<file path="src/hw/rtl/assert_macros.svh">
// assertion macros shared by the rtl of the word wrapper
`ifndef ASSERT_MACROS_SVH
`define ASSERT_MACROS_SVH

// a condition that holds at every clock edge out of reset
`define ASSERT_HOLDS(label, expr, msg) \
   label: assert property (@(posedge clock) disable iff (reset) (expr)) \
      else $error(msg);

// a condition that implies another in the same cycle
`define ASSERT_IMPLIES(label, ante, cons, msg) \
   label: assert property (@(posedge clock) disable iff (reset) (ante) |-> (cons)) \
      else $error(msg);

// a condition that implies another in the following cycle
`define ASSERT_NEXT(label, ante, cons, msg) \
   label: assert property (@(posedge clock) disable iff (reset) (ante) |=> (cons)) \
      else $error(msg);

`endif

</file>
<file path="src/hw/rtl/gww_pkg.sv">
// package of types, codes and constants for the greedy word wrapper
`timescale 1ns / 1ps

package gww_pkg;

   // default storage widths
   localparam int PIXEL_BITS_DEF = 16;
   localparam int COUNT_BITS_DEF = 12;

   // fixed field widths
   localparam int CODE_W      = 21;
   localparam int METRIC_W    = 8;
   localparam int OUT_PIX_W   = 16;
   localparam int OUT_CNT_W   = 12;
   localparam int BOUND_W     = 16;
   localparam int SPACING_W   = 8;
   localparam int REQ_DATA_W  = 48;
   localparam int RSP_DATA_W  = 56;
   localparam int CSR_IDX_W   = 1;
   localparam int CSR_DATA_W  = 16;

   // register reset values
   localparam logic [BOUND_W-1:0]   WIDTH_BOUND_RST = 16'd640;
   localparam logic [SPACING_W-1:0] MIN_SPACING_RST = 8'd4;

   // register indexes
   localparam logic [CSR_IDX_W-1:0] CSR_WIDTH_BOUND = 1'b0;
   localparam logic [CSR_IDX_W-1:0] CSR_MIN_SPACING = 1'b1;

   // request kinds
   localparam logic REQ_CHAR = 1'b0;
   localparam logic REQ_END  = 1'b1;

   // character codes with a meaning of their own
   localparam logic [CODE_W-1:0] CHAR_SPACE   = 21'd32;
   localparam logic [CODE_W-1:0] CHAR_NEWLINE = 21'd10;
   localparam logic [CODE_W-1:0] CHAR_TAB     = 21'd9;
   localparam logic [CODE_W-1:0] CHAR_CR      = 21'd13;

   typedef enum logic [2:0] {
      CLS_NORMAL,
      CLS_SPACE,
      CLS_NEWLINE,
      CLS_IGNORED,
      CLS_END
   } char_class_type;

   // one emitted line
   typedef struct packed {
      logic [OUT_PIX_W-1:0] line_width;
      logic [OUT_CNT_W-1:0] word_count;
      logic [OUT_CNT_W-1:0] char_count;
      logic [METRIC_W-1:0]  line_height;
      logic [METRIC_W-1:0]  line_ascender;
      logic                 wrapped;
      logic                 last;
   } rsp_rec_type;

   // sort an item into its class
   function automatic char_class_type classify(input logic req_kind,
                                               input logic [CODE_W-1:0] code);
      if (req_kind == REQ_END) begin
         classify = CLS_END;
      end else begin
         unique case (code) inside
            CHAR_SPACE:        classify = CLS_SPACE;
            CHAR_NEWLINE:      classify = CLS_NEWLINE;
            CHAR_TAB, CHAR_CR: classify = CLS_IGNORED;
            default:           classify = CLS_NORMAL;
         endcase
      end
   endfunction

endpackage

</file>
<file path="src/hw/rtl/greedy_word_wrap_top.sv">
// top level of the greedy word wrapper
`timescale 1ns / 1ps
`include "assert_macros.svh"

// Greedy word wrapper, one character per req transaction.
// req: tuser is the kind (0 character, 1 end of text), tdata carries the
//   character code and the glyph advance, height and ascender.
// rsp: one transaction per emitted line with width, word and character
//   counts, tallest height and ascender; tuser is set when the line was
//   broken by width overflow, tlast marks the final line caused by a request.
// csr: index 0 is width_bound, index 1 is min_spacing; always ready. The user
//   must see that it is written only while no request is in flight; the block does not enforce this.
// A request accepted into the request register has its first line loaded
//   into the rsp register as it leaves the request register. Throughput is
//   one request per cycle while rsp does not stall; an end of text that yields
//   two lines fills both result slots, which leave through rsp in turn.
// The update path is one 8 x COUNT_BITS multiply, a three-term add and a
//   compare between the request register and the line register.
// Reset clears line and word state and restores width_bound 640, spacing 4.
// When rsp stalls, the request register keeps one item and ordinary and ignored
//   characters keep flowing; spaces, newlines and end of text wait for room.
module greedy_word_wrap_top #(
   parameter int PIXEL_BITS = gww_pkg::PIXEL_BITS_DEF,
   parameter int COUNT_BITS = gww_pkg::COUNT_BITS_DEF
) (
   input  logic                            clock,
   input  logic                            reset,
   // request channel
   input  logic                            req_tvalid,
   output logic                            req_tready,
   // char_code[20:0], glyph_advance[28:21], glyph_height[36:29],
   // glyph_ascender[44:37], zero fill
   input  logic [gww_pkg::REQ_DATA_W-1:0]  req_tdata,
   // req_type
   input  logic                            req_tuser,
   // result channel
   output logic                            rsp_tvalid,
   input  logic                            rsp_tready,
   // line_width[15:0], word_count[27:16], char_count[39:28],
   // line_height[47:40], line_ascender[55:48]
   output logic [gww_pkg::RSP_DATA_W-1:0]  rsp_tdata,
   // wrapped
   output logic                            rsp_tuser,
   output logic                            rsp_tlast,
   // register write channel
   input  logic                            csr_valid,
   output logic                            csr_ready,
   input  logic [gww_pkg::CSR_IDX_W-1:0]   csr_index,
   input  logic [gww_pkg::CSR_DATA_W-1:0]  csr_wdata
);
   import gww_pkg::*;

   localparam int PW     = PIXEL_BITS;
   localparam int CW     = COUNT_BITS;
   localparam int PROD_W = SPACING_W + CW;
   localparam int SUM_W  = ((PW > PROD_W) ? PW : PROD_W) + 2;

   // configuration registers
   logic [BOUND_W-1:0]   width_bound_ff, width_bound_in;
   logic [SPACING_W-1:0] min_spacing_ff, min_spacing_in;

   // request register
   logic                 s1_valid_ff, s1_valid_in;
   logic                 s1_kind_ff, s1_kind_in;
   logic [CODE_W-1:0]    s1_code_ff, s1_code_in;
   logic [METRIC_W-1:0]  s1_adv_ff, s1_adv_in;
   logic [METRIC_W-1:0]  s1_hgt_ff, s1_hgt_in;
   logic [METRIC_W-1:0]  s1_asc_ff, s1_asc_in;

   // line and word state
   logic [PW-1:0]        line_sum_ff, line_sum_in;
   logic [CW-1:0]        line_words_ff, line_words_in;
   logic [CW-1:0]        line_chars_ff, line_chars_in;
   logic [METRIC_W-1:0]  line_hgt_ff, line_hgt_in;
   logic [METRIC_W-1:0]  line_asc_ff, line_asc_in;
   logic [PW-1:0]        word_sum_ff, word_sum_in;
   logic [CW-1:0]        word_chars_ff, word_chars_in;
   logic [METRIC_W-1:0]  word_hgt_ff, word_hgt_in;
   logic [METRIC_W-1:0]  word_asc_ff, word_asc_in;

   // result slots: head on the port, second behind it
   logic                 s2a_valid_ff, s2a_valid_in;
   rsp_rec_type          s2a_rec_ff, s2a_rec_in;
   logic                 s2b_valid_ff, s2b_valid_in;
   rsp_rec_type          s2b_rec_ff, s2b_rec_in;

   // datapath
   char_class_type       s1_cls;
   logic                 quiet;
   logic                 out_free;
   logic                 s1_go;
   logic                 req_fire;
   logic                 rsp_fire;
   logic                 load;
   logic [1:0]           res_cnt;
   rsp_rec_type          res0, res1;
   logic [CW-1:0]        gaps;
   logic [PROD_W-1:0]    spacing_prod;
   logic [SUM_W-1:0]     proposed;
   logic                 overflow;
   logic [PW:0]          merged_sum_raw;
   logic [PW-1:0]        merged_sum;
   logic [CW:0]          merged_words_raw;
   logic [CW-1:0]        merged_words;
   logic [CW:0]          merged_chars_raw;
   logic [CW-1:0]        merged_chars;
   logic [METRIC_W-1:0]  merged_hgt;
   logic [METRIC_W-1:0]  merged_asc;
   logic [PW:0]          word_sum_raw;
   logic [CW:0]          word_chars_raw;

   // pack line state into an output record, fields cut to their port widths
   function automatic rsp_rec_type make_rec(input logic [PW-1:0] sum,
                                            input logic [CW-1:0] words,
                                            input logic [CW-1:0] chars,
                                            input logic [METRIC_W-1:0] hgt,
                                            input logic [METRIC_W-1:0] asc,
                                            input logic wrapped,
                                            input logic last);
      rsp_rec_type rec;
      logic [31:0] sum_ext;
      logic [31:0] words_ext;
      logic [31:0] chars_ext;
      sum_ext   = 32'(sum);
      words_ext = 32'(words);
      chars_ext = 32'(chars);
      rec.line_width    = sum_ext[OUT_PIX_W-1:0];
      rec.word_count    = words_ext[OUT_CNT_W-1:0];
      rec.char_count    = chars_ext[OUT_CNT_W-1:0];
      rec.line_height   = hgt;
      rec.line_ascender = asc;
      rec.wrapped       = wrapped;
      rec.last          = last;
      return rec;
   endfunction

   // handshakes
   assign req_fire = req_tvalid && req_tready;
   assign rsp_fire = rsp_tvalid && rsp_tready;
   assign s1_cls   = classify(s1_kind_ff, s1_code_ff);
   assign quiet    = (s1_cls == CLS_NORMAL) || (s1_cls == CLS_IGNORED);
   assign out_free = !s2a_valid_ff || (rsp_fire && !s2b_valid_ff);
   assign s1_go    = s1_valid_ff && (out_free || quiet);
   assign req_tready = !s1_valid_ff || s1_go;
   assign load     = s1_go && (res_cnt != 2'd0);

   // width test for closing a word
   assign gaps         = (line_words_ff == '0) ? CW'(1) : line_words_ff;
   assign spacing_prod = PROD_W'(min_spacing_ff) * PROD_W'(gaps);
   assign proposed     = SUM_W'(line_sum_ff) + SUM_W'(spacing_prod) + SUM_W'(word_sum_ff);
   assign overflow     = proposed >= SUM_W'(width_bound_ff);

   // line with the pending word merged in, saturating
   assign merged_sum_raw   = {1'b0, line_sum_ff} + {1'b0, word_sum_ff};
   assign merged_sum       = merged_sum_raw[PW] ? '1 : merged_sum_raw[PW-1:0];
   assign merged_words_raw = {1'b0, line_words_ff} + (CW+1)'(1);
   assign merged_words     = merged_words_raw[CW] ? '1 : merged_words_raw[CW-1:0];
   assign merged_chars_raw = {1'b0, line_chars_ff} + {1'b0, word_chars_ff};
   assign merged_chars     = merged_chars_raw[CW] ? '1 : merged_chars_raw[CW-1:0];
   assign merged_hgt       = (word_hgt_ff > line_hgt_ff) ? word_hgt_ff : line_hgt_ff;
   assign merged_asc       = (word_asc_ff > line_asc_ff) ? word_asc_ff : line_asc_ff;

   // pending word grown by one glyph
   assign word_sum_raw   = {1'b0, word_sum_ff} + (PW+1)'(s1_adv_ff);
   assign word_chars_raw = {1'b0, word_chars_ff} + (CW+1)'(1);

   // per-class update of state and results
   always_comb begin
      line_sum_in   = line_sum_ff;
      line_words_in = line_words_ff;
      line_chars_in = line_chars_ff;
      line_hgt_in   = line_hgt_ff;
      line_asc_in   = line_asc_ff;
      word_sum_in   = word_sum_ff;
      word_chars_in = word_chars_ff;
      word_hgt_in   = word_hgt_ff;
      word_asc_in   = word_asc_ff;
      res_cnt       = 2'd0;
      res0 = make_rec(line_sum_ff, line_words_ff, line_chars_ff, line_hgt_ff, line_asc_ff,
                      1'b0, 1'b1);
      res1 = make_rec(word_sum_ff, CW'(1), word_chars_ff, word_hgt_ff, word_asc_ff,
                      1'b0, 1'b1);
      case (s1_cls)
         CLS_NORMAL: begin
            word_sum_in   = word_sum_raw[PW] ? '1 : word_sum_raw[PW-1:0];
            word_chars_in = word_chars_raw[CW] ? '1 : word_chars_raw[CW-1:0];
            word_hgt_in   = (s1_hgt_ff > word_hgt_ff) ? s1_hgt_ff : word_hgt_ff;
            word_asc_in   = (s1_asc_ff > word_asc_ff) ? s1_asc_ff : word_asc_ff;
         end
         CLS_NEWLINE: begin
            res_cnt       = 2'd1;
            line_sum_in   = '0;
            line_words_in = '0;
            line_chars_in = '0;
            line_hgt_in   = '0;
            line_asc_in   = '0;
         end
         CLS_SPACE: begin
            word_sum_in   = '0;
            word_chars_in = '0;
            word_hgt_in   = '0;
            word_asc_in   = '0;
            if (overflow) begin
               res_cnt       = 2'd1;
               res0.wrapped  = 1'b1;
               line_sum_in   = word_sum_ff;
               line_words_in = CW'(1);
               line_chars_in = word_chars_ff;
               line_hgt_in   = word_hgt_ff;
               line_asc_in   = word_asc_ff;
            end else begin
               line_sum_in   = merged_sum;
               line_words_in = merged_words;
               line_chars_in = merged_chars;
               line_hgt_in   = merged_hgt;
               line_asc_in   = merged_asc;
            end
         end
         CLS_END: begin
            word_sum_in   = '0;
            word_chars_in = '0;
            word_hgt_in   = '0;
            word_asc_in   = '0;
            line_sum_in   = '0;
            line_words_in = '0;
            line_chars_in = '0;
            line_hgt_in   = '0;
            line_asc_in   = '0;
            if (overflow) begin
               res_cnt      = 2'd2;
               res0.wrapped = 1'b1;
               res0.last    = 1'b0;
            end else begin
               res_cnt = 2'd1;
               res0 = make_rec(merged_sum, merged_words, merged_chars, merged_hgt,
                               merged_asc, 1'b0, 1'b1);
            end
         end
         default: begin
            res_cnt = 2'd0;
         end
      endcase
   end

   // request register next value
   always_comb begin
      s1_valid_in = s1_valid_ff;
      s1_kind_in  = s1_kind_ff;
      s1_code_in  = s1_code_ff;
      s1_adv_in   = s1_adv_ff;
      s1_hgt_in   = s1_hgt_ff;
      s1_asc_in   = s1_asc_ff;
      if (req_fire) begin
         s1_valid_in = 1'b1;
         s1_kind_in  = req_tuser;
         s1_code_in  = req_tdata[CODE_W-1:0];
         s1_adv_in   = req_tdata[CODE_W +: METRIC_W];
         s1_hgt_in   = req_tdata[CODE_W+METRIC_W +: METRIC_W];
         s1_asc_in   = req_tdata[CODE_W+2*METRIC_W +: METRIC_W];
      end else if (s1_go) begin
         s1_valid_in = 1'b0;
      end
   end

   // result slots next value
   always_comb begin
      s2a_valid_in = s2a_valid_ff;
      s2a_rec_in   = s2a_rec_ff;
      s2b_valid_in = s2b_valid_ff;
      s2b_rec_in   = s2b_rec_ff;
      if (rsp_fire) begin
         if (s2b_valid_ff) begin
            s2a_rec_in   = s2b_rec_ff;
            s2b_valid_in = 1'b0;
         end else begin
            s2a_valid_in = 1'b0;
         end
      end
      if (load) begin
         s2a_valid_in = 1'b1;
         s2a_rec_in   = res0;
         s2b_valid_in = (res_cnt == 2'd2);
         s2b_rec_in   = res1;
      end
   end

   // register writes
   always_comb begin
      width_bound_in = width_bound_ff;
      min_spacing_in = min_spacing_ff;
      if (csr_valid && csr_ready) begin
         unique case (csr_index)
            CSR_WIDTH_BOUND: width_bound_in = csr_wdata;
            CSR_MIN_SPACING: min_spacing_in = csr_wdata[SPACING_W-1:0];
            default:         width_bound_in = width_bound_ff;
         endcase
      end
   end

   // control registers
   always_ff @(posedge clock) begin
      if (reset) begin
         width_bound_ff <= WIDTH_BOUND_RST;
         min_spacing_ff <= MIN_SPACING_RST;
         s1_valid_ff    <= 1'b0;
         s2a_valid_ff   <= 1'b0;
         s2b_valid_ff   <= 1'b0;
         line_sum_ff    <= '0;
         line_words_ff  <= '0;
         line_chars_ff  <= '0;
         line_hgt_ff    <= '0;
         line_asc_ff    <= '0;
         word_sum_ff    <= '0;
         word_chars_ff  <= '0;
         word_hgt_ff    <= '0;
         word_asc_ff    <= '0;
      end else begin
         width_bound_ff <= width_bound_in;
         min_spacing_ff <= min_spacing_in;
         s1_valid_ff    <= s1_valid_in;
         s2a_valid_ff   <= s2a_valid_in;
         s2b_valid_ff   <= s2b_valid_in;
         if (s1_go) begin
            line_sum_ff   <= line_sum_in;
            line_words_ff <= line_words_in;
            line_chars_ff <= line_chars_in;
            line_hgt_ff   <= line_hgt_in;
            line_asc_ff   <= line_asc_in;
            word_sum_ff   <= word_sum_in;
            word_chars_ff <= word_chars_in;
            word_hgt_ff   <= word_hgt_in;
            word_asc_ff   <= word_asc_in;
         end
      end
   end

   // payload registers
   always_ff @(posedge clock) begin
      s1_kind_ff <= s1_kind_in;
      s1_code_ff <= s1_code_in;
      s1_adv_ff  <= s1_adv_in;
      s1_hgt_ff  <= s1_hgt_in;
      s1_asc_ff  <= s1_asc_in;
      s2a_rec_ff <= s2a_rec_in;
      s2b_rec_ff <= s2b_rec_in;
   end

   // output ports
   assign csr_ready  = 1'b1;
   assign rsp_tvalid = s2a_valid_ff;
   assign rsp_tdata  = {s2a_rec_ff.line_ascender, s2a_rec_ff.line_height,
                        s2a_rec_ff.char_count, s2a_rec_ff.word_count,
                        s2a_rec_ff.line_width};
   assign rsp_tuser  = s2a_rec_ff.wrapped;
   assign rsp_tlast  = s2a_rec_ff.last;

   // checks
   `ASSERT_IMPLIES(a_second_behind_head, s2b_valid_ff, s2a_valid_ff,
                   "second result slot filled while head is empty")
   `ASSERT_IMPLIES(a_pair_last_order, s2b_valid_ff,
                   !s2a_rec_ff.last && s2b_rec_ff.last,
                   "last flag misplaced in a two-line result")
   `ASSERT_IMPLIES(a_single_is_last, s2a_valid_ff && !s2b_valid_ff, s2a_rec_ff.last,
                   "lone result without last flag")
   `ASSERT_HOLDS(a_empty_line_clear,
                 (line_words_ff != '0) || ((line_sum_ff == '0) && (line_chars_ff == '0)),
                 "line without words holds width or characters")
   `ASSERT_NEXT(a_end_clears_state, s1_go && (s1_cls == CLS_END),
                (line_words_ff == '0) && (word_sum_ff == '0) && (word_chars_ff == '0),
                "state not cleared after end of text")

endmodule
</file>
<file path="config.mk">
export PLATFORM = sky130hd
export DESIGN_NAME = greedy_word_wrap_top
export DESIGN_NICKNAME = d
export VERILOG_FILES = /design/src/hw/rtl/gww_pkg.sv /design/src/hw/rtl/greedy_word_wrap_top.sv
export VERILOG_INCLUDE_DIRS = /design/src /design/src/hw/rtl
export SDC_FILE = /design/constraint.sdc
export NUM_CORES = 1
export LEC_CHECK = 0
export ABC_AREA = 1
export BUFFER_PORTS_ARGS = -buffer_cell sky130_fd_sc_hd__buf_2
export CAP_MARGIN = 5
export CORE_UTILIZATION = 50
export CTS_CLUSTER_SIZE = 14
export DETAILED_ROUTE_END_ITERATION = 12
export GPL_TIMING_DRIVEN = 0
export PLACE_DENSITY_LB_ADDON = 0.25
export SLEW_MARGIN = 20
export SYNTH_ARGS = -nofsm -noshare
export SYNTH_HDL_FRONTEND = slang
export SYNTH_SLANG_ARGS = --single-unit
</file>
<file path="constraint.sdc">
create_clock -name clock -period 15.3 [get_ports clock]
set_input_delay 2.295 -clock clock [delete_from_list [all_inputs] [get_ports clock]]
set_output_delay 2.295 -clock clock [all_outputs]
set_load 0.02 [all_outputs]
</file>
==> flow_summary.json <==
{
  "status": "finished, final reports clean",
  "post-route-min-period_ns": 8.811,
  "cpPeakStageDelay_ns": 0.57,
  "synth_cell_type_count": 39,
  "fin_nets": 2968,
  "p_seq_share_pct": 44.5,
  "cts_resized": 0,
  "first_global_vias": 17030,
  "routedWlPerCell_microns": 17.28,
  "hold_buffers": 0,
  "peakVddDrop_v": 0.00009035,
  "yosysTopAreaCell": "edfxtp_1",
  "cts.sinks": 275,
  "synth_area_leaders": "edfxtp_1 (23%), dfxtp_1 (13%), nand2_1 (13%)",
  "p_int_uw": 1345,
  "fin_ws_ns": 6.489,
  "rsz0062_at_grt": "false",
  "grt_first_pass_wirelength_mm": 88.26,
  "synth_adder_area_share_pct": 18.74,
  "ys.flop_type": "edfxtp_1",
  "instances_no_fill": 3200,
  "num_io_pins": 132,
  "required_ns": 15.65,
  "h-tree-depth": 1,
  "die_h_microns": 198.7,
  "crit_type": "reg2reg",
  "synthTopCellsByCount": "nand2_1 (653), inv_1 (377), nand3_1 (218), a21oi_1 (201), nor2_1 (150)",
  "yosysMostFrequentCell": "nand2_1",
  "placed_cells": 3141,
  "route.vias.total": 17440,
  "synth_mux_area_share_pct": 0,
  "power_leakage_uw": 0.01060,
  "synth_top_family_by_area": "simple AND/OR/NAND/NOR gates",
  "cp_common_cell": "nand2_1",
  "ys_warn_count": 0,
  "dp_hpwl_mm": 42.71,
  "grt_overflow": 0,
  "maxCapViolations": 0,
  "antenna_found_initial": 0,
  "wl_mm": 55.31,
  "num_rows": 71,
  "grt_use_met3_pct": 5.866,
  "clockPowerShare_pct": 43.9,
  "cts_tree": "yes",
  "synth-seq-cells": 275,
  "maxSlewViolCount": 0,
  "relSlewSlack_pct": 43.32,
  "power.switching_uw": 477.4,
  "grt_usage_pct": 28.60,
  "setup_tns_ns": 0,
  "synth_area_sq_um": 19350,
  "syn_inst": 2500,
  "syn_nets": 2805,
  "pwr-share-comb_pct": 11.6,
  "use_met1_pct": 38.26,
  "clkTransAtPathRegs_ns": 0.06,
  "start_util_pct": 51.12,
  "grtUsageMet2_pct": 44.90,
  "ant_nets": 0,
  "hp-class": "reg2reg",
  "crit_path_top_delay_cell": "fa_1",
  "die_area_sq_um": 39490,
  "async_flop_share_pct": 0,
  "gp_congestion": 0.9625,
  "grt_busiest_layer": "met2",
  "cts_setup_buffers": 0,
  "cp_max_fo": 25,
  "synth_compound_area_share_pct": 9.300,
  "coreArea_sq_um": 37840,
  "swShare_pct": 26.19,
  "synth_edf_count": 148,
  "skew_ns": 0.01577,
  "yosysSeqAreaShare_pct": 36.11,
  "drc": 0,
  "power_density_nw_per_um2": 83.67,
  "clk_path_buf_depth": 3,
  "grt_max_degree": 54,
  "tightest_slew_ns": 0.8502,
  "fin_crit_sh_pct": 57.59,
  "setup_viol_count_final": 0,
  "drive_above_1_share_pct": 8.073,
  "clk_latency_ns": 0.61,
  "cp.arrival_ns": 9.16,
  "cts_buffers": 31,
  "io_buffers": 127,
  "yosysTopAreaCellShare_pct": 22.97,
  "yosys.area_share.simple_pct": 24.31,
  "critPathCaptureType": "register",
  "dr.pass1.iters": 6,
  "area_growth_pct": 12.58,
  "drt-initial-drc-count": 1565,
  "timing.fmax_ghz": 0.1135,
  "syn-mean-instance-area_sq_um": 7.739,
  "startpoint_type": "register",
  "hold_viol": 0,
  "dieWidth_microns": 198.7,
  "clockRootBuffer": "clkbuf_16",
  "dp_slack_ns": 6.616,
  "synth_xor_area_share_pct": 1.811,
  "viasPerCell": 5.449
}
[state kept, by name, indices dropped and copies added, names as in the netlist, 12 cells and up]
signal          count
line_chars_ff      12
s2b_rec_ff         44
s1_code_ff         21
line_words_ff      12
word_chars_ff      12
line_sum_ff        16
rsp_tdata          56
width_bound_ff     16
word_sum_ff        16
[power by group through the flow]
stage / clock (uW) / sequential, uW / combinational, uW
final: 800 / 811 / 212
after global routing: 837 / 813 / 239
after CTS: 810 / 811 / 209
after detailed placement: 0 / 826 / 208
after global placement: 0 / 827 / 201
after floorplan: 0 / 826 / 141
[worst max-delay path: cells and delay by family, from the launching register on]
kind	cells	cell delay, ns
adder cells (fa/ha/maj)	7	3.30
AND/OR/NAND/NOR	19	3.06
buffers and inverters	8	1.33
flip-flops	1	0.32
AO/OA/AOI/OAI	2	0.30
XOR/XNOR	1	0.17
[cell families after synthesis]
family,after synthesis
AND/OR/NAND/NOR,1117
buffers and inverters,489
AO/OA/AOI/OAI,344
flip-flops,275
adder cells (fa/ha/maj),234
XOR/XNOR,40
other,1
[routing by layer]
layer | routed length, microns | part of all wire [%] | vias to the layer above
met3 | 5086 | 9.2 | 140
met2 | 24420 | 44 | 752
met5 | 0 | 0 | -
met4 | 2161 | 3.9 | 0
met1 | 23640 | 43 | 8075
li1 | - | - | 8469
[through the flow]
stage	total power [uW]	utilization [%]	cell area [sq um]	hold slack, ns
floorplan	967.4	-	19350	0.4349
global placement	1028	54.49	20620	0.4507
detailed placement	1034	54.73	20710	0.4551
CTS	1830	57.55	21780	0.4651
global route	1889	57.55	21780	0.4828
finish	1822	57.56	21780	0.4653
[final cells by class]
class | instances | area, sq um
Fill cell | 3513 | 16060
Multi-Input combinational cell | 1736 | 10490
Sequential cell | 275 | 6987
Inverter | 384 | 1441
Clock buffer | 41 | 813.3
Timing Repair Buffer | 130 | 710.7
Tap cell | 511 | 639.4
Buffer | 105 | 439.2
Clock inverter | 17 | 255.2
Antenna cell | 1 | 2.502
[path summary, 6_finish.rpt]
path / end / cells after the start / startpoint / slack, ns
worst min register to register: line_hgt_ff[4] / 2 / line_hgt_ff[4] / 0.47
worst min-delay path: line_hgt_ff[4] / 2 / line_hgt_ff[4] / 0.47
worst max register to register: rsp_tdata[2] / 37 / line_words_ff[3] / 6.49
worst max-delay path: rsp_tdata[2] / 37 / line_words_ff[3] / 6.49
[cells in the final DEF (no fill, tap or decap), types with 3 or more instances in the layout]
| master | synthesis | routed |
|---|---|---|
| xnor2_1 | 12 | 12 |
| clkbuf_16 | 0 | 31 |
| nor2_1 | 150 | 150 |
| o211ai_1 | 8 | 8 |
| buf_1 | 5 | 5 |
| o21bai_1 | 8 | 8 |
| nand2_1 | 653 | 653 |
| or2_2 | 3 | 3 |
| a21o_1 | 4 | 4 |
| dfxtp_1 | 127 | 127 |
| fa_1 | 93 | 93 |
| clkbuf_1 | 72 | 82 |
| bufinv_16 | 0 | 6 |
| nand3_1 | 218 | 218 |
| nor3_1 | 14 | 14 |
| xor2_1 | 28 | 28 |
| inv_2 | 6 | 7 |
| inv_1 | 377 | 376 |
| buf_4 | 3 | 4 |
| buf_2 | 25 | 151 |
| nor4_1 | 10 | 10 |
| clkinv_1 | 1 | 5 |
| nand4_1 | 61 | 61 |
| a21oi_1 | 201 | 201 |
| a31oi_1 | 6 | 6 |
| clkinv_2 | 0 | 3 |
| ha_1 | 141 | 141 |
| o21ai_0 | 108 | 107 |
| edfxtp_1 | 148 | 148 |
| nand3b_1 | 3 | 3 |
(Power assumes the default switching activity.)
